--- config.mk ---
export PLATFORM = sky130hd
export DESIGN_NAME = mrmt_ram
export DESIGN_NICKNAME = d
export VERILOG_FILES = /design/src/rtl/core/mrmt_ram.sv
export SDC_FILE = /design/constraint.sdc
export NUM_CORES = 1
export LEC_CHECK = 0
export ABC_AREA = 1
export BUFFER_PORTS_ARGS = -buffer_cell sky130_fd_sc_hd__buf_4
export CAP_MARGIN = 0
export CORE_ASPECT_RATIO = 0.7
export CORE_MARGIN = 3
export CORE_UTILIZATION = 30
export DETAILED_ROUTE_END_ITERATION = 10
export PLACE_DENSITY = 0.56
export SLEW_MARGIN = 30
export SYNTH_ARGS = -nofsm -noshare
export SYNTH_HDL_FRONTEND = slang
export SYNTH_SLANG_ARGS = --single-unit
--- constraint.sdc ---
create_clock -name i_clk -period 1.15 [get_ports i_clk]
set_input_delay 0.115 -clock i_clk [delete_from_list [all_inputs] [get_ports i_clk]]
set_output_delay 0.115 -clock i_clk [all_outputs]
set_load 0.01 [all_outputs]
--- src/rtl/core/mrmt_ram.sv ---
// generic simple dual port ram, one write and one registered read port
// no dependencies
module mrmt_ram #(
    parameter int WIDTH = 8,
    parameter int DEPTH = 16
) (
    input  logic                     i_clk,
    input  logic                     i_we,
    input  logic [$clog2(DEPTH)-1:0] i_waddr,
    input  logic [WIDTH-1:0]         i_wdata,
    input  logic                     i_re,
    input  logic [$clog2(DEPTH)-1:0] i_raddr,
    output logic [WIDTH-1:0]         o_rdata
);

    logic [WIDTH-1:0] r_mem [DEPTH];
    logic [WIDTH-1:0] r_rdata;

    always_ff @(posedge i_clk) begin
        if (i_we) begin
            r_mem[i_waddr] <= i_wdata;
        end
        if (i_re) begin
            r_rdata <= r_mem[i_raddr];
        end
    end

    assign o_rdata = r_rdata;

endmodule

==> results of run 1 <==
## final cells by class
cell class	count	area (sq um)	share of cell area, %
Sequential cell	136	4080	57.9
Multi-Input combinational cell	289	1230	17.5
Timing Repair Buffer	51	448	6.35
Clock buffer	18	429	6.08
Inverter	102	383	5.42
Tap cell	264	330	4.68
Clock inverter	14	151	2.14
## what timing repair did
item | CTS | global route
setup endpoints to repair | 4 | 6
cloned | 0 | 0
resized for setup | 4 | 4
buffers inserted | 0 | 0
hold endpoints to repair | 0 | 0
## cells in the final DEF, fill, tap and decap left out, drive strengths merged
cell      netlist  layout
nor2           17      17
clkinvlp        0       2
nand3          97      97
edfxtp        136     136
inv           102     103
bufinv          0       2
buf            24      51
nand3b          2       2
nand2         173     173
clkbuf          0      18
clkinv          0       9
## metrics by stage
stage / util (%) / hold WS, ps / setup TNS, ps / area, sq um
detailed placement: 33.9 / 432 / -984 / 6440
finish: 37.1 / 14.3 / -89.2 / 7060
floorplan: - / 214 / 0 / 5850
global placement: 33.9 / 434 / -835 / 6440
global route: 37.1 / 14.6 / -211 / 7060
CTS: 37.0 / 6.51 / -116 / 7040
## logic make-up (layout without fill, tap and decap cells)
family	count (synthesis)	count (layout)	synth area share [%]
AND/OR/NAND/NOR	289	289	20.8
buffers and inverters	126	185	9.39
flip-flops	136	136	69.8
## registers in the layout, indices dropped and copies added, names as in the netlist
signal,cells
o_rdata,8
r_mem,128
## power groups by stage
stage          Clock, uW  Combinational [uW]  Sequential, uW
6_report            5310                 730            5630
5_1_grt             5640                 809            5640
4_1_cts             5380                 727            5630
3_5_place_dp           0                 716            5730
3_3_place_gp           0                 707            5730
2_1_floorplan          0                 391            5730
## path summary, 6_finish.rpt
kind	startpoint	end	slack, ps	cells past startpoint
worst max-delay path	o_rdata[4]	o_rdata[4]	-40	1
worst min-delay path	i_wdata[2]	r_mem[0][2]	10	1
worst max register to register	r_mem[14][5]	o_rdata[5]	70	6
worst min register to register	r_mem[10][3]	o_rdata[3]	740	6
## metal layers
metal	GRT usage [%]	wire length, um	vias to the layer above
met5	0	0	-
met2	18.9	5680	129
met3	3.62	914	18
met1	20.4	7010	1935
li1	-	-	1876
met4	3.74	160	0
==> results.txt, run 1 <==
The final layout contains 616 nets. Cells with a size suffix above 1 make up 14.4% of the layout. The number of antenna cells inserted came out at 0. The DRC violation total after the first TritonRoute iteration came out at 371. Cell internal power was estimated by the tool at 9040 uW. The clock slew at the register clock pins of the worst setup and hold paths was 60 ps. For the highest attainable clock frequency, the log shows 838 MHz.

The sequential share of power is 48.2%. Overall overflow remaining after global route: 0. The clock latency of the later-clocked register in the worst-skew pair is 410 ps, and the final routed DRC violation total is 0. The tool flagged a number of max-cap violations equal to 0. The die outline area was 21200 sq um; the headroom to the max-slew limit was 57.3%.

The ratio of routed vias to standard cells was 4.53; the TritonCTS sink count was 136. After synthesis, the most frequently instantiated cells are sky130_fd_sc_hd__nand2_1 (173), sky130_fd_sc_hd__edfxtp_1 (136), sky130_fd_sc_hd__inv_1 (100), sky130_fd_sc_hd__nand3_1 (97), sky130_fd_sc_hd__nor2_1 (17). From synthesis to final layout, the design area changed by 20.7%. The filler-free cell count of the finished design came out at 874. Broken down by cell family, the worst path's largest delay share belongs to flip-flops. The design draws 11700 uW.

The detailed-placement wirelength estimate is 8900 um, and the number of buffers added by the clock tree synthesis step is 17. The class of the worst hold path was primary input to flop. In this run the power density over the cells is 1650 nW/um^2. The count of nets left with antenna violations once routing finished came out at 0.

The count of final max-slew check failures was 0. Cell with the biggest individual delay on the critical path: sky130_fd_sc_hd__edfxtp_1. The cell with the most instances after synthesis is sky130_fd_sc_hd__nand2_1. The tools report the clock group share of total power as 45.5%.

Number of hold-slack violations in the final timing report: 0. Synthesis produced a netlist with a net count of 570. By area the synthesized netlist is led by sky130_fd_sc_hd__edfxtp_1 (70%), sky130_fd_sc_hd__nand2_1 (11%), sky130_fd_sc_hd__nand3_1 (8.3%), sky130_fd_sc_hd__inv_1 (6.4%), sky130_fd_sc_hd__buf_6 (1.2%). The distinct cell type count after synthesis was 11. The number of enable-type register cells in the synthesized netlist came out at 136. The number of antenna violations at the first check in global routing is 0, and the highest ir drop seen on vdd is 0.994 mV. The proportion of synthesized chip area in sequential cells is 69.8%, and the wire length of the first global-routing pass is 21300 um. The initialized floorplan defines 42 standard-cell rows. The final cycle utilization of the critical path was 104%; the H-tree level count was 4. After filler insertion, the fill cell instance count of the layout stands at 1848. The tools report the kind of capture point of the worst setup path as an output port.

The critical path is of the flop to output port type. Yosys printed 0 warnings. The tools report the arrival time of data at the critical path endpoint as 1080 ps. The synthesized area per cell was 10.6 sq um. The run finished, with violations left.

The mapped netlist covers 5850 sq um. The post-placement cell count was 842; the number of buffers and inverters on the critical path was 1. Kind of start point of the critical path: a flop.

After floorplanning, the core was sized to cover 19000 sq um. Setup repair after global routing could not meet its margin everywhere. The maximum single-stage delay on the critical path was 490 ps.

Clock skew on the completed layout was measured at 7.98 ps. The tools report the total routed wirelength as 13800 um. The initial utilization of the core area, before any placement, comes to 30.7%.

Of all cell types, the one taking the most synthesized area is sky130_fd_sc_hd__edfxtp_1. The logs give -43.0 ps for the slack of the critical path and 5 for the count of TritonRoute iterations in the first routing pass. In this run switching power makes up 22.5% of total power.

Highest net fanout along the worst path: 1. The floorplan step set the die height to 123 um. The logs give 3 for the setup violation total in the final timing report and 0.00299 uW for the total leakage power.

The analysis attributes to net switching a power of 2630 uW. For this run, the total global-route usage over all layers was measured as 13.5%. The run gives 6.3% as the share of total power in combinational logic. Measured along the x axis, the die boundary spans 173 um. The routed length per instance is 15.8 um.

The required time at the endpoint of the critical path is 1030 ps. The clock tree root driver cell is sky130_fd_sc_hd__clkbuf_16. Share of the synthesized area in the top cell type: 69.8%. Via count: 3958. The number of global-route vias before repair is 3755, and the number of buffers between clock root and the deepest sink is 2. TritonCTS built the clock tree. Entering global routing, the biggest net connects 44 pins.

The tools report the top-level port count as 27. The critical path goes through buf_6. OpenSTA, run right after detailed placement, puts the worst setup slack at -191 ps. The congestion estimate from routability-driven global placement came to 0.785.

The register bit count reported by yosys is 136. At the pin with the least slew margin, the transition time is 640 ps. Of all flip-flops after synthesis, the portion carrying an async set or reset was 0%.

The logs give 0 for the count of hold-fix buffers inserted at cts and 551 for the number of instances in the synthesized netlist. Number of port buffers: 26. In the synthesized netlist the dominant register cell turns out to be sky130_fd_sc_hd__edfxtp_1. The checks that failed: negative setup slack. Subtracting the final worst setup slack from the clock period gives 1190 ps.
No activity file was read; power rests on OpenSTA's default activity.
==> run 2: changes to the inputs <==
CELL_PAD_IN_SITES_DETAIL_PLACEMENT = 0   (was unset)
CELL_PAD_IN_SITES_GLOBAL_PLACEMENT = 1   (was unset)
PLACE_DENSITY = 0.64   (was 0.56)
==> run 2 against run 1 <==
Net effect: the flow still finishes with violations (negative setup slack); register-to-register slack got worse by 20 ps; worst hold slack got worse by 2.7 ps; clock skew fell by 2.1 ps; setup slack improved by 35 ps; flip-flop and latch count did not move; sequential share of layout area fell by 1.1 points; critical path type unchanged; critical endpoint is now o_rdata[3]; largest power group unchanged.
==> results.txt, run 2 (synthesized netlist as in run 1, its figures left out) <==
The final-stage net count is 618 (+0.32%), and the number of hold-slack violations in the final timing report is 0 (unchanged). The transition at the pin with the smallest max-transition slack works out to 424 ps (-216 ps). The tools report the number of buffers added by the clock tree synthesis step as 17 (unchanged). The area growth from synthesis to layout came out at 23.0%.

The worst slack after detailed placement was -155 ps (+36.3 ps); the highest ir drop seen on vdd was 0.739 mV (-26%). The class of the worst hold path is primary input to flop. For the count of TritonRoute iterations in the first routing pass, the log shows 5 (unchanged). The remaining antenna violation count after routing came out at 0 (unchanged). The worst reg2reg path depth was 6 (unchanged); the net switching power was 2580 uW (-2.0%). The run gives 0 (unchanged) as the final routed DRC violation total. The clock slew at the register clock pins of the worst setup and hold paths was 60 ps (about the same); the die span in y was 123 um (unchanged). The pin count of the biggest net entering global routing was 48 (+9.1%).

The total leakage power came out at 0.00304 uW (+1.4%). The fraction of final layout cells with drive strength greater than 1 works out to 16.9% (+2.4 points). The maximum single-stage delay on the critical path came out at 470 ps (-20 ps). The net switching share of the total power works out to 21.4% (-1.1 points).

The number of cell rows is 42 (unchanged), and the via count is 3896 (-1.6%). The register with the most flip-flops in the final layout is r_mem. For the setup TNS, the log shows -8.30 ps (+80.9 ps). Most common cell after layout, fill and taps aside: sky130_fd_sc_hd__nand2_1.

The required time at the endpoint of the critical path was 1030 ps (about the same). Number of buffers and inverters on the critical path: 1 (unchanged). Setup repair after global routing could not meet its margin everywhere. For the die outline area, the log shows 21200 sq um (unchanged). The logs give 325 (-12%) for the DRC violation total after the first TritonRoute iteration and 0 (unchanged) for the count of hold-fix buffers inserted at cts. The final cycle utilization of the critical path is 101% (-3.0 points).

The slack of the critical path is -8.30 ps (+34.7 ps), and the die extent in x is 173 um (unchanged). The logic depth of the worst setup path including buffers was 1 (unchanged). The highest net fanout along the worst path works out to 1 (unchanged). The number of buffers between clock root and the deepest sink is 2 (unchanged).

The tools report the final clock skew as 5.93 ps (-2.05 ps). TritonCTS built the clock tree. The slowest stage of the critical path belongs to the cell sky130_fd_sc_hd__edfxtp_1.

The flip-flop count of the largest register, all copies and words added is 128 (unchanged). The tools report the overall overflow remaining after global route as 0 (unchanged). The internal portion of total power came out at 9450 uW (+4.5%). The arrival time of data at the critical path endpoint came out at 1040 ps (-40 ps). The run gives 22500 um (+5.4%) as the wire length of the first global-routing pass. The highest attainable clock frequency is 863 MHz (+3.0%), and the top-level port count is 27 (unchanged). The run gives 3814 (+1.6%) as the number of global-route vias before repair. The flow ran to the end, but the final reports show violations. Kind of start point of the critical path: a flop.

The logs give 71.7% (+14 points) for the headroom to the max-slew limit and 30.7% (unchanged) for the effective utilization at floorplan. The number of antenna cells inserted is 0 (unchanged). The top cell types in the final layout, fill and taps aside, are sky130_fd_sc_hd__nand2_1 (172), sky130_fd_sc_hd__edfxtp_1 (136), sky130_fd_sc_hd__inv_1 (98), sky130_fd_sc_hd__nand3_1 (80), sky130_fd_sc_hd__buf_4 (44). Sequential share of power: 46.8% (-1.4 points). The number of cells traversed by the worst hold path is 1 (unchanged). The clock group share of total power was 46.7% (+1.2 points); the H-tree level count was 4 (unchanged).

By startpoint and endpoint, the worst setup path is classified as flop to output port. The critical path's top delay family was flip-flops. The global placer's final weighted congestion was 0.795 (+1.4%). The ratio of routed vias to standard cells was 4.45 (-1.7%); the number of antenna violations at the first check in global routing was 0 (unchanged). The detailed-placement wirelength estimate is 9170 um (+3.0%), and the total power density per cell area is 1670 nW/um^2 (+1.1%).

For the count of final max-slew check failures, the log shows 0 (unchanged). Walking the worst path, the cells encountered are buf_6. The run gives 19000 sq um (unchanged) as the area of the core. The run gives 6.5% (+0.2 points) as the share of total power in combinational logic. For the setup violation total in the final timing report, the log shows 1 (-2).

The minimum period implied by the final worst setup slack works out to 1160 ps (-34.7 ps). The total routed wirelength was 14500 um (+5.0%). Clock tree root driver cell: sky130_fd_sc_hd__clkbuf_16. Routed length per instance: 16.5 um (+4.9%). The run gives 0 (unchanged) as the count of maximum capacitance violations. The number of port buffers was 26 (unchanged). The run gives 14.3% (+0.83 points) as the all-layer global routing usage.

The worst setup path is captured at an output port. The clock latency of the later-clocked register in the worst-skew pair came out at 410 ps (about the same). The final reports fail on negative setup slack. The run gives 136 (unchanged) as the TritonCTS sink count.
run 2: cell types whose count changed in the layout (fill, tap and decap cells not counted), moves of 3 or more:
cell | before | now
sky130_fd_sc_hd__clkinv_4 | 6 | 1
sky130_fd_sc_hd__clkinvlp_4 | 2 | 5
sky130_fd_sc_hd__nand3_1 | 93 | 80
sky130_fd_sc_hd__nand3_2 | 4 | 17
sky130_fd_sc_hd__clkinv_1 | 0 | 3
run 2: repair_timing:
item	4_1_cts	5_1_grt
setup buffers	0	0
pin swaps	0	6
gates resized for setup	4	19
endpoints found under the setup margin	4	10
run 2: power by group through the flow:
stage                     Clock [uW]  Combinational, uW  Sequential [uW]
after detailed placement           0                758             5730
after floorplan                    0                391             5730
after global placement             0                751             5730
after global routing            5950                882             5630
final                           5610                785             5630
after CTS                       5720                768             5630
run 2: per-layer routing:
layer / track usage (%) / vias to the layer above / routed length (um)
met3: 4.14 / 10 / 1010
met4: 3.69 / 0 / 114
met1: 21.3 / 1890 / 7340
met2: 20.4 / 122 / 5990
li1: - / 1874 / -
met5: 0 / - / 0
run 2: worst paths after layout:
| path | endpoint | slack (ps) | startpoint |
|---|---|---|---|
| worst max register to register | o_rdata[4] | 50 | r_mem[15][4] |
| worst max-delay path | o_rdata[3] | -8 | o_rdata[3] |
| worst min register to register | o_rdata[1] | 740 | r_mem[3][1] |
| worst min-delay path | o_rdata[1] | 10 | i_re |
run 2: stage by stage:
| stage | std cells | utilization [%] | power (uW) | instance area, sq um | hold WS, ps |
|---|---|---|---|---|---|
| CTS | 875 | 37.4 | 12100 | 7110 | 4.39 |
| finish | 875 | 37.8 | 12000 | 7190 | 11.5 |
| global placement | 844 | 34.1 | 6480 | 6480 | 426 |
| floorplan | 551 | - | 6120 | 5850 | 214 |
| detailed placement | 844 | 34.1 | 6490 | 6480 | 435 |
| global route | 875 | 37.8 | 12500 | 7190 | 10.0 |
run 2: area by class of cell:
type | count | area [sq um]
sequential | 136 | 4080
clock buffer | 17 | 425
multi-input combinational | 289 | 1300
inverter | 102 | 383
timing repair buffer | 53 | 484
clock inverter | 14 | 183
fill | 1905 | 11800
tap | 264 | 330
