<file path="src/rtl/core/mrmt_pkg.sv">
// shared types and constants for the memory region map table
// no dependencies
package mrmt_pkg;

    localparam int MAX_REGIONS = 128;
    localparam int PAGE_BITS   = 12;

    localparam int IDX_W   = $clog2(MAX_REGIONS);
    localparam int CNT_W   = $clog2(MAX_REGIONS + 1);
    localparam int ADDR_W  = 64;
    localparam int KIND_W  = 32;
    localparam int PAGE_W  = 52;

    localparam logic [PAGE_W-1:0] PAGE_CAP = PAGE_W'(1) << (32 - PAGE_BITS);

    // operation codes
    localparam logic [2:0] OP_ADD     = 3'd0;
    localparam logic [2:0] OP_CLEAR   = 3'd1;
    localparam logic [2:0] OP_CHECK   = 3'd2;
    localparam logic [2:0] OP_RETYPE  = 3'd3;
    localparam logic [2:0] OP_REMOVE  = 3'd4;
    localparam logic [2:0] OP_ENDPAGE = 3'd5;

    // status codes
    localparam logic [1:0] STAT_OK   = 2'd0;
    localparam logic [1:0] STAT_FULL = 2'd1;
    localparam logic [1:0] STAT_WRAP = 2'd2;

    typedef enum logic [0:0] {
        ST_IDLE,
        ST_WALK
    } t_state;

    typedef struct packed {
        logic [2:0]        operation;
        logic [ADDR_W-1:0] range_start;
        logic [ADDR_W-1:0] range_size;
        logic [ADDR_W-1:0] range_end;
        logic [KIND_W-1:0] entry_type;
        logic [KIND_W-1:0] repl_kind;
        logic              kind_only;
        logic [PAGE_W-1:0] limit_page;
    } t_cmd_word;

    typedef struct packed {
        logic [1:0]        status;
        logic              covered;
        logic [ADDR_W-1:0] total_bytes;
        logic [PAGE_W-1:0] last_page;
    } t_res_word;

    typedef struct packed {
        logic [ADDR_W-1:0] addr;
        logic [ADDR_W-1:0] len;
        logic [KIND_W-1:0] kind;
    } t_entry;

    localparam int ENTRY_W = $bits(t_entry);

    typedef struct packed {
        logic             we;
        logic [IDX_W-1:0] waddr;
        t_entry           wdata;
        logic             re;
        logic [IDX_W-1:0] raddr;
    } t_ram_req;

endpackage

</file>
<file path="src/rtl/core/mrmt_engine.sv">
// command sequencer and per-entry evaluation for the region table
// depends on mrmt_pkg; drives the entry ram through a t_ram_req word
module mrmt_engine (
    input  logic                i_clk,
    input  logic                i_rst_n,
    input  logic                i_start,
    input  mrmt_pkg::t_cmd_word i_cmd,
    input  mrmt_pkg::t_entry    i_rd_entry,
    output logic                o_busy,
    output logic                o_valid,
    output mrmt_pkg::t_res_word o_res,
    output mrmt_pkg::t_ram_req  o_ram
);

    mrmt_pkg::t_state    r_state, n_state;
    logic [mrmt_pkg::CNT_W-1:0]  r_count, n_count;
    logic [mrmt_pkg::IDX_W-1:0]  r_eidx, n_eidx;
    mrmt_pkg::t_cmd_word r_cmd, n_cmd;
    logic [mrmt_pkg::ADDR_W-1:0] r_lim, n_lim;
    logic [mrmt_pkg::ADDR_W-1:0] r_point, n_point;
    logic [mrmt_pkg::ADDR_W-1:0] r_total, n_total;
    logic [mrmt_pkg::PAGE_W-1:0] r_last, n_last;
    logic                r_valid, n_valid;
    mrmt_pkg::t_res_word r_res, n_res;

    logic accept;
    logic in_walk_op;
    logic add_wrap;
    logic add_full;
    logic add_ok;
    logic go_walk;

    // per-entry evaluation
    logic [mrmt_pkg::ADDR_W-1:0] e_end;
    logic                        last_ent;
    logic                        chk_kind_ok;
    logic                        chk_ovl;
    logic [mrmt_pkg::ADDR_W-1:0] chk_point;
    logic                        chk_hit;
    logic                        sw_match_kind;
    logic                        sw_hit;
    logic [mrmt_pkg::ADDR_W-1:0] sp64, ep64, lim64;
    logic                        ep_ok;
    logic                        ep_brk;
    logic [mrmt_pkg::PAGE_W-1:0] ep_last;
    logic [mrmt_pkg::PAGE_W-1:0] pg_fin;
    logic                        done_w;
    logic                        is_sweep;

    assign accept     = i_start && (r_state == mrmt_pkg::ST_IDLE);
    assign in_walk_op = (i_cmd.operation == mrmt_pkg::OP_CHECK)
                     || (i_cmd.operation == mrmt_pkg::OP_RETYPE)
                     || (i_cmd.operation == mrmt_pkg::OP_REMOVE)
                     || (i_cmd.operation == mrmt_pkg::OP_ENDPAGE);
    assign add_wrap   = (i_cmd.range_size != '0)
                     && (i_cmd.range_start >
                         (i_cmd.range_start + i_cmd.range_size - 64'd1));
    assign add_full   = (r_count >= mrmt_pkg::CNT_W'(mrmt_pkg::MAX_REGIONS));
    assign add_ok     = (i_cmd.operation == mrmt_pkg::OP_ADD) && !add_wrap && !add_full;
    assign go_walk    = accept && in_walk_op && (r_count != '0);

    assign e_end    = i_rd_entry.addr + i_rd_entry.len;
    assign last_ent = ((mrmt_pkg::CNT_W'(r_eidx) + mrmt_pkg::CNT_W'(1)) == r_count);
    assign is_sweep = (r_cmd.operation == mrmt_pkg::OP_RETYPE)
                   || (r_cmd.operation == mrmt_pkg::OP_REMOVE);

    // coverage check
    assign chk_kind_ok = (r_cmd.entry_type == '0) || (i_rd_entry.kind == r_cmd.entry_type);
    assign chk_ovl     = !((i_rd_entry.addr >= r_cmd.range_end) || (e_end <= r_point));
    assign chk_point   = (i_rd_entry.addr <= r_point) ? e_end : r_point;
    assign chk_hit     = chk_kind_ok && chk_ovl && (chk_point >= r_cmd.range_end);

    // retype and remove
    assign sw_match_kind = (r_cmd.operation == mrmt_pkg::OP_RETYPE) || r_cmd.kind_only;
    assign sw_hit = (!sw_match_kind || (i_rd_entry.kind == r_cmd.entry_type))
                 && (i_rd_entry.addr >= r_cmd.range_start) && (e_end <= r_lim);

    // end page search
    assign sp64    = i_rd_entry.addr >> mrmt_pkg::PAGE_BITS;
    assign ep64    = e_end >> mrmt_pkg::PAGE_BITS;
    assign lim64   = mrmt_pkg::ADDR_W'(r_cmd.limit_page);
    assign ep_ok   = (i_rd_entry.kind == r_cmd.entry_type) && (sp64 < lim64);
    assign ep_brk  = ep_ok && (ep64 > lim64);
    assign ep_last = (ep_ok && !ep_brk && (ep64 > mrmt_pkg::ADDR_W'(r_last)))
                   ? ep64[mrmt_pkg::PAGE_W-1:0] : r_last;
    assign pg_fin  = ep_brk ? r_cmd.limit_page : ep_last;

    assign done_w = last_ent
                 || ((r_cmd.operation == mrmt_pkg::OP_CHECK) && chk_hit)
                 || ((r_cmd.operation == mrmt_pkg::OP_ENDPAGE) && ep_brk);

    // next state
    always_comb begin
        n_state = r_state;
        case (r_state)
            mrmt_pkg::ST_IDLE: begin
                if (go_walk) begin
                    n_state = mrmt_pkg::ST_WALK;
                end
            end
            mrmt_pkg::ST_WALK: begin
                if (done_w) begin
                    n_state = mrmt_pkg::ST_IDLE;
                end
            end
            default: begin
                n_state = mrmt_pkg::ST_IDLE;
            end
        endcase
    end

    // ram requests
    always_comb begin
        o_ram = '0;
        case (r_state)
            mrmt_pkg::ST_IDLE: begin
                if (go_walk) begin
                    o_ram.re    = 1'b1;
                    o_ram.raddr = '0;
                end
                if (accept && add_ok) begin
                    o_ram.we         = 1'b1;
                    o_ram.waddr      = r_count[mrmt_pkg::IDX_W-1:0];
                    o_ram.wdata.addr = i_cmd.range_start;
                    o_ram.wdata.len  = i_cmd.range_size;
                    o_ram.wdata.kind = i_cmd.entry_type;
                end
            end
            mrmt_pkg::ST_WALK: begin
                if (!done_w) begin
                    o_ram.re    = 1'b1;
                    o_ram.raddr = r_eidx + mrmt_pkg::IDX_W'(1);
                end
                // write back the entry under evaluation, the read is one ahead
                if (is_sweep && sw_hit) begin
                    o_ram.we    = 1'b1;
                    o_ram.waddr = r_eidx;
                    if (r_cmd.operation == mrmt_pkg::OP_REMOVE) begin
                        o_ram.wdata = '0;
                    end else begin
                        o_ram.wdata.addr = i_rd_entry.addr;
                        o_ram.wdata.len  = i_rd_entry.len;
                        o_ram.wdata.kind = r_cmd.repl_kind;
                    end
                end
            end
            default: begin
                o_ram = '0;
            end
        endcase
    end

    // datapath next values
    always_comb begin
        n_count = r_count;
        n_eidx  = r_eidx;
        n_cmd   = r_cmd;
        n_lim   = r_lim;
        n_point = r_point;
        n_total = r_total;
        n_last  = r_last;
        n_valid = 1'b0;
        n_res   = r_res;
        case (r_state)
            mrmt_pkg::ST_IDLE: begin
                if (accept) begin
                    n_cmd   = i_cmd;
                    n_lim   = i_cmd.range_start + i_cmd.range_size;
                    n_eidx  = '0;
                    n_point = i_cmd.range_start;
                    n_total = '0;
                    n_last  = '0;
                    n_valid = !go_walk;
                    n_res   = '0;
                    if (i_cmd.operation == mrmt_pkg::OP_ADD) begin
                        if (add_wrap) begin
                            n_res.status = mrmt_pkg::STAT_WRAP;
                        end else if (add_full) begin
                            n_res.status = mrmt_pkg::STAT_FULL;
                        end else begin
                            n_res.status = mrmt_pkg::STAT_OK;
                            n_count      = r_count + mrmt_pkg::CNT_W'(1);
                        end
                    end
                    if (i_cmd.operation == mrmt_pkg::OP_CLEAR) begin
                        n_count = '0;
                    end
                end
            end
            mrmt_pkg::ST_WALK: begin
                n_eidx = r_eidx + mrmt_pkg::IDX_W'(1);
                if (chk_kind_ok && chk_ovl) begin
                    n_point = chk_point;
                end
                n_total = r_total + (sw_hit ? i_rd_entry.len : '0);
                n_last  = ep_last;
                if (done_w) begin
                    n_valid = 1'b1;
                    n_res   = '0;
                    case (r_cmd.operation)
                        mrmt_pkg::OP_CHECK: begin
                            n_res.covered = chk_hit;
                        end
                        mrmt_pkg::OP_RETYPE, mrmt_pkg::OP_REMOVE: begin
                            n_res.total_bytes = n_total;
                        end
                        mrmt_pkg::OP_ENDPAGE: begin
                            n_res.last_page = (pg_fin > mrmt_pkg::PAGE_CAP)
                                            ? mrmt_pkg::PAGE_CAP : pg_fin;
                        end
                        default: begin
                            n_res = '0;
                        end
                    endcase
                end
            end
            default: begin
                n_valid = 1'b0;
            end
        endcase
    end

    always_ff @(posedge i_clk) begin
        if (!i_rst_n) begin
            r_state <= mrmt_pkg::ST_IDLE;
            r_count <= '0;
            r_valid <= 1'b0;
        end else begin
            r_state <= n_state;
            r_count <= n_count;
            r_valid <= n_valid;
        end
    end

    always_ff @(posedge i_clk) begin
        r_eidx  <= n_eidx;
        r_cmd   <= n_cmd;
        r_lim   <= n_lim;
        r_point <= n_point;
        r_total <= n_total;
        r_last  <= n_last;
        r_res   <= n_res;
    end

    assign o_busy  = (r_state == mrmt_pkg::ST_WALK);
    assign o_valid = r_valid;
    assign o_res   = r_res;

endmodule

</file>
<file path="config.mk">
export PLATFORM = sky130hd
export DESIGN_NAME = mrmt_engine
export DESIGN_NICKNAME = d
export VERILOG_FILES = /design/src/rtl/core/mrmt_pkg.sv /design/src/rtl/core/mrmt_engine.sv
export SDC_FILE = /design/constraint.sdc
export NUM_CORES = 2
export LEC_CHECK = 0
export ABC_AREA = 0
export BUFFER_PORTS_ARGS = -buffer_cell sky130_fd_sc_hd__buf_4
export CAP_MARGIN = 20
export CORE_MARGIN = 2
export CORE_UTILIZATION = 41
export CTS_CLUSTER_DIAMETER = 30
export DETAILED_ROUTE_END_ITERATION = 6
export PLACE_DENSITY = 0.72
export SYNTH_ARGS = -nofsm -noshare
export SYNTH_HDL_FRONTEND = slang
export SYNTH_SLANG_ARGS = --single-unit
</file>
<file path="constraint.sdc">
create_clock -name i_clk -period 51 [get_ports i_clk]
set_clock_uncertainty 0.2 [all_clocks]
set_input_delay 10.2 -clock i_clk [delete_from_list [all_inputs] [get_ports i_clk]]
set_output_delay 10.2 -clock i_clk [all_outputs]
set_load 0.02 [all_outputs]
</file>
==> summary.md <==
| Metric | Value |
|---|---|
| Inst Count DP | between 7,000 and 8,000 |
| Die X | about 370 um |
| Top Ports | 772 |
| Element type at the critical path end | output port |
| Status | finished, final reports clean |
| DR iter-0 viols | 5,646 |
| Cell variety after synth | roughly 100 |
| GR Overflow Total | 0 |
| CP max stage cell | buf_4 |
| Seq/Total Area, Yosys | 0.348 |
| Ys Warns | 0 |
| Mapped Area | approximately 54,000 um2 |
| Root Driver | clkbuf_16 |
| Relative max-transition margin | 0.157 |
| PwrDens | between 30 and 40 nW/um2 |
| Max Root-Sink Buffers | 3 |
| R2R depth | 24 |
| DR WL/cell | approximately 27 um |
| Worst Hold End | r_count[4] |
| Top_reg_cell synth | edfxtp_1 |
| Async SR Flop Fraction | 0 |
| Synthesized area per cell | 9.74 um2 |
| Setup Fix Bufs, Post-CTS | 0 |
| R2r setup slk | 41.08 ns |
| RSZ-0062 raised after global routing | no |
| FF-to-FF End | o_res[9] |
| Drt first pass iters | 6 |
| Maximum fanout along the worst path | 86 |
| First-pass GRT wire length | roughly 330 mm |
| Clock transition at path regs | ~0.04 ns |
| LEAKAGE | just over 30 nW |
| CP Data Required Time | a little over 40 ns |
| Residual DRC count | 0 |
| Tot GR Track Use | 0.326 |
| Final core occ | 0.521 |
| Hold depth | 2 |
| Antenna violations before repair | 24 |
| Post-route insts no fill | roughly 8,300 |
| Clock Latency Late Sink | approximately 0.83 ns |
| FF-to-FF Start | r_point[15] |
| Max_cap viols | 0 |
| Num CTS Buffers | between 150 and 200 |
| Post-CTS Hold Buffers | 0 |
| Worst Setup Start Kind | input pin |
| Fin. Hold Viols | 0 |
| Maximum VDD drop | around 0.033 mV |
| Total die area | about 130,000 um2 |
| Vias in the first global route | roughly 49,000 |
| Clock tree sinks | roughly 630 |
| Worst Tran Pin Value | roughly 1.3 ns |
| Max Slew Vio Count | 0 |
| Resized Gates After CTS | 0 |
| Final Wtd Congestion | a little under 1 |
| Via/cell ratio | 6.10 |
| CP peak stage delay | 0.84 ns |
| Arrival time at the worst endpoint | about 20 ns |
| Final setup vio count | 0 |
| Total Routed Length | 227 mm |
| ANT nets after route | 0 |
| Syn Inst Count | ~5,500 |
| Placeable Area | around 130,000 um2 |
| CP Class | input pin to output port |
| CP most frequent cell | buf_4 |
| Layout cells sized above 1 | 0.207 |
| Area grow syn2layout | 25.8% |
| CP delay by family, top | simple AND/OR/NAND/NOR gates |
| Achievable clock frequency | approximately 33 MHz |
| Final WS setup | roughly 21 ns |
| DP Worst Slack | approximately 21 ns |
| Critical hold path startpoint | r_count[4] |
| Die Height | between 300 and 400 um |
| Htree depth | 4 |
| Largest net degree at the start of global routing | roughly 170 |
| I/O Buffers | roughly 770 |
| Starting Density | 0.414 |
| Layout net count | 7,647 |
| CP bufs+invs | 4 |
| FF+latch count, synth | around 630 |
| Hold crit path type | flop to flop |
| Post-layout min period | a little over 30 ns |
| TNS Setup | 0 ns |
| Post-synth EDFFs | 618 |
| CTS tree | done |
| Dpl hpwl | 181 mm |
| FP Rows | 132 |
| Final period utilization | 0.593 |
| Via count | roughly 50,000 |
per-stage QoR:
stage                     power [mW]  hold slack [ns]  cell area, um2
after floorplan                 1.04            0.279           53900
after global placement          1.26            0.323           61700
after detailed placement        1.27            0.349           61700
after CTS                       2.38            0.354           67700
after global routing            2.48            0.404           67700
final                           2.38            0.368           67700
kinds of logic after synthesis:
kind of cell / synth area share
buf+inv: 0.0433
mux: 0.0295
flops: 0.348
compound gates: 0.197
fa+ha+maj: 0.186
simple gates: 0.153
other cells: 0.0000697
xor+xnor: 0.0425
worst max path at each step:
stage,endpoint,from,cells after the start
floorplan,o_ram[165],i_start,6
global placement,o_ram[106],i_cmd[181],27
detailed placement,o_ram[120],i_cmd[181],27
CTS,o_ram[120],i_cmd[181],27
global route,o_ram[120],i_cmd[181],27
finish,o_ram[120],i_cmd[261],26
worst register-to-register path: cells and delay by family (launching register included):
family | cells | cell delay, ns
AO/OA/AOI/OAI | 14 | 5.98
AND/OR/NAND/NOR | 4 | 1.01
buffers and inverters | 3 | 0.85
adder cells (fa/ha/maj) | 2 | 0.60
multiplexers | 1 | 0.40
flip-flops | 1 | 0.34
layout make-up:
cell class | instances | area, um2
Clock buffer | 188 | 4350
Antenna cell | 7 | 17.5
Sequential cell | 628 | 18800
Inverter | 410 | 1540
Multi-Input combinational cell | 4326 | 32900
Tap cell | 1742 | 2180
Clock inverter | 131 | 1620
Timing Repair Buffer | 835 | 6290
Fill cell | 11663 | 62300
where the power goes:
group	leakage (nW)	internal [mW]	switching (mW)	total [mW]
Clock	2.87	0.733	0.367	1.10
Sequential	6.24	0.611	0.0161	0.627
Combinational	21.5	0.252	0.404	0.656
Yosys cell counts, types with 25 or more instances:
master / count / area share
nand4_1: 176 / 0.020
clkbuf_1: 161 / 0.011
xnor2_1: 144 / 0.023
nand3_1: 95 / 0.0088
a22o_1: 168 / 0.027
nor4_1: 82 / 0.0095
nor2_1: 266 / 0.019
a211oi_1: 49 / 0.0068
edfxtp_1: 618 / 0.34
a21o_1: 309 / 0.043
inv_1: 410 / 0.029
a21oi_1: 419 / 0.039
o31ai_1: 25 / 0.0035
nand2b_1: 36 / 0.0042
and2_1: 163 / 0.019
or3_1: 26 / 0.0030
nor3_1: 100 / 0.0093
nand2_1: 360 / 0.025
nor2b_1: 84 / 0.0098
o21a_1: 50 / 0.0070
o211ai_1: 29 / 0.0040
o21ai_0: 178 / 0.017
a31oi_1: 35 / 0.0041
xor2_1: 117 / 0.019
ha_1: 797 / 0.19
mux2_2: 127 / 0.027
and3_1: 50 / 0.0058
registers in the layout, indices dropped and copies added, names as in the netlist:
register / cells
o_valid: 1
o_busy: 1
r_eidx: 7
lim64: 52
o_res: 119
r_cmd: 196
r_total: 64
r_count: 8
r_point: 64
r_lim: 64
r_last: 52
placed cells by master, fill, tap and decap left out, types with 168 or more instances in the layout:
master,instances
a21o_1,308
a21oi_1,419
a22o_1,168
buf_4,831
clkbuf_16,171
edfxtp_1,618
ha_1,797
inv_1,408
nand2_1,360
nand4_1,176
nor2_1,264
o21ai_0,178
layer usage:
layer	routed length [um]	up-vias	share of wire	global-route usage
met5	66	-	0.00029	0
met4	14100	10	0.062	0.189
met3	21800	596	0.096	0.0720
met2	101000	2709	0.44	0.510
met1	90300	24414	0.40	0.413
li1	-	22689	-	-
(Power assumes the default switching activity.)
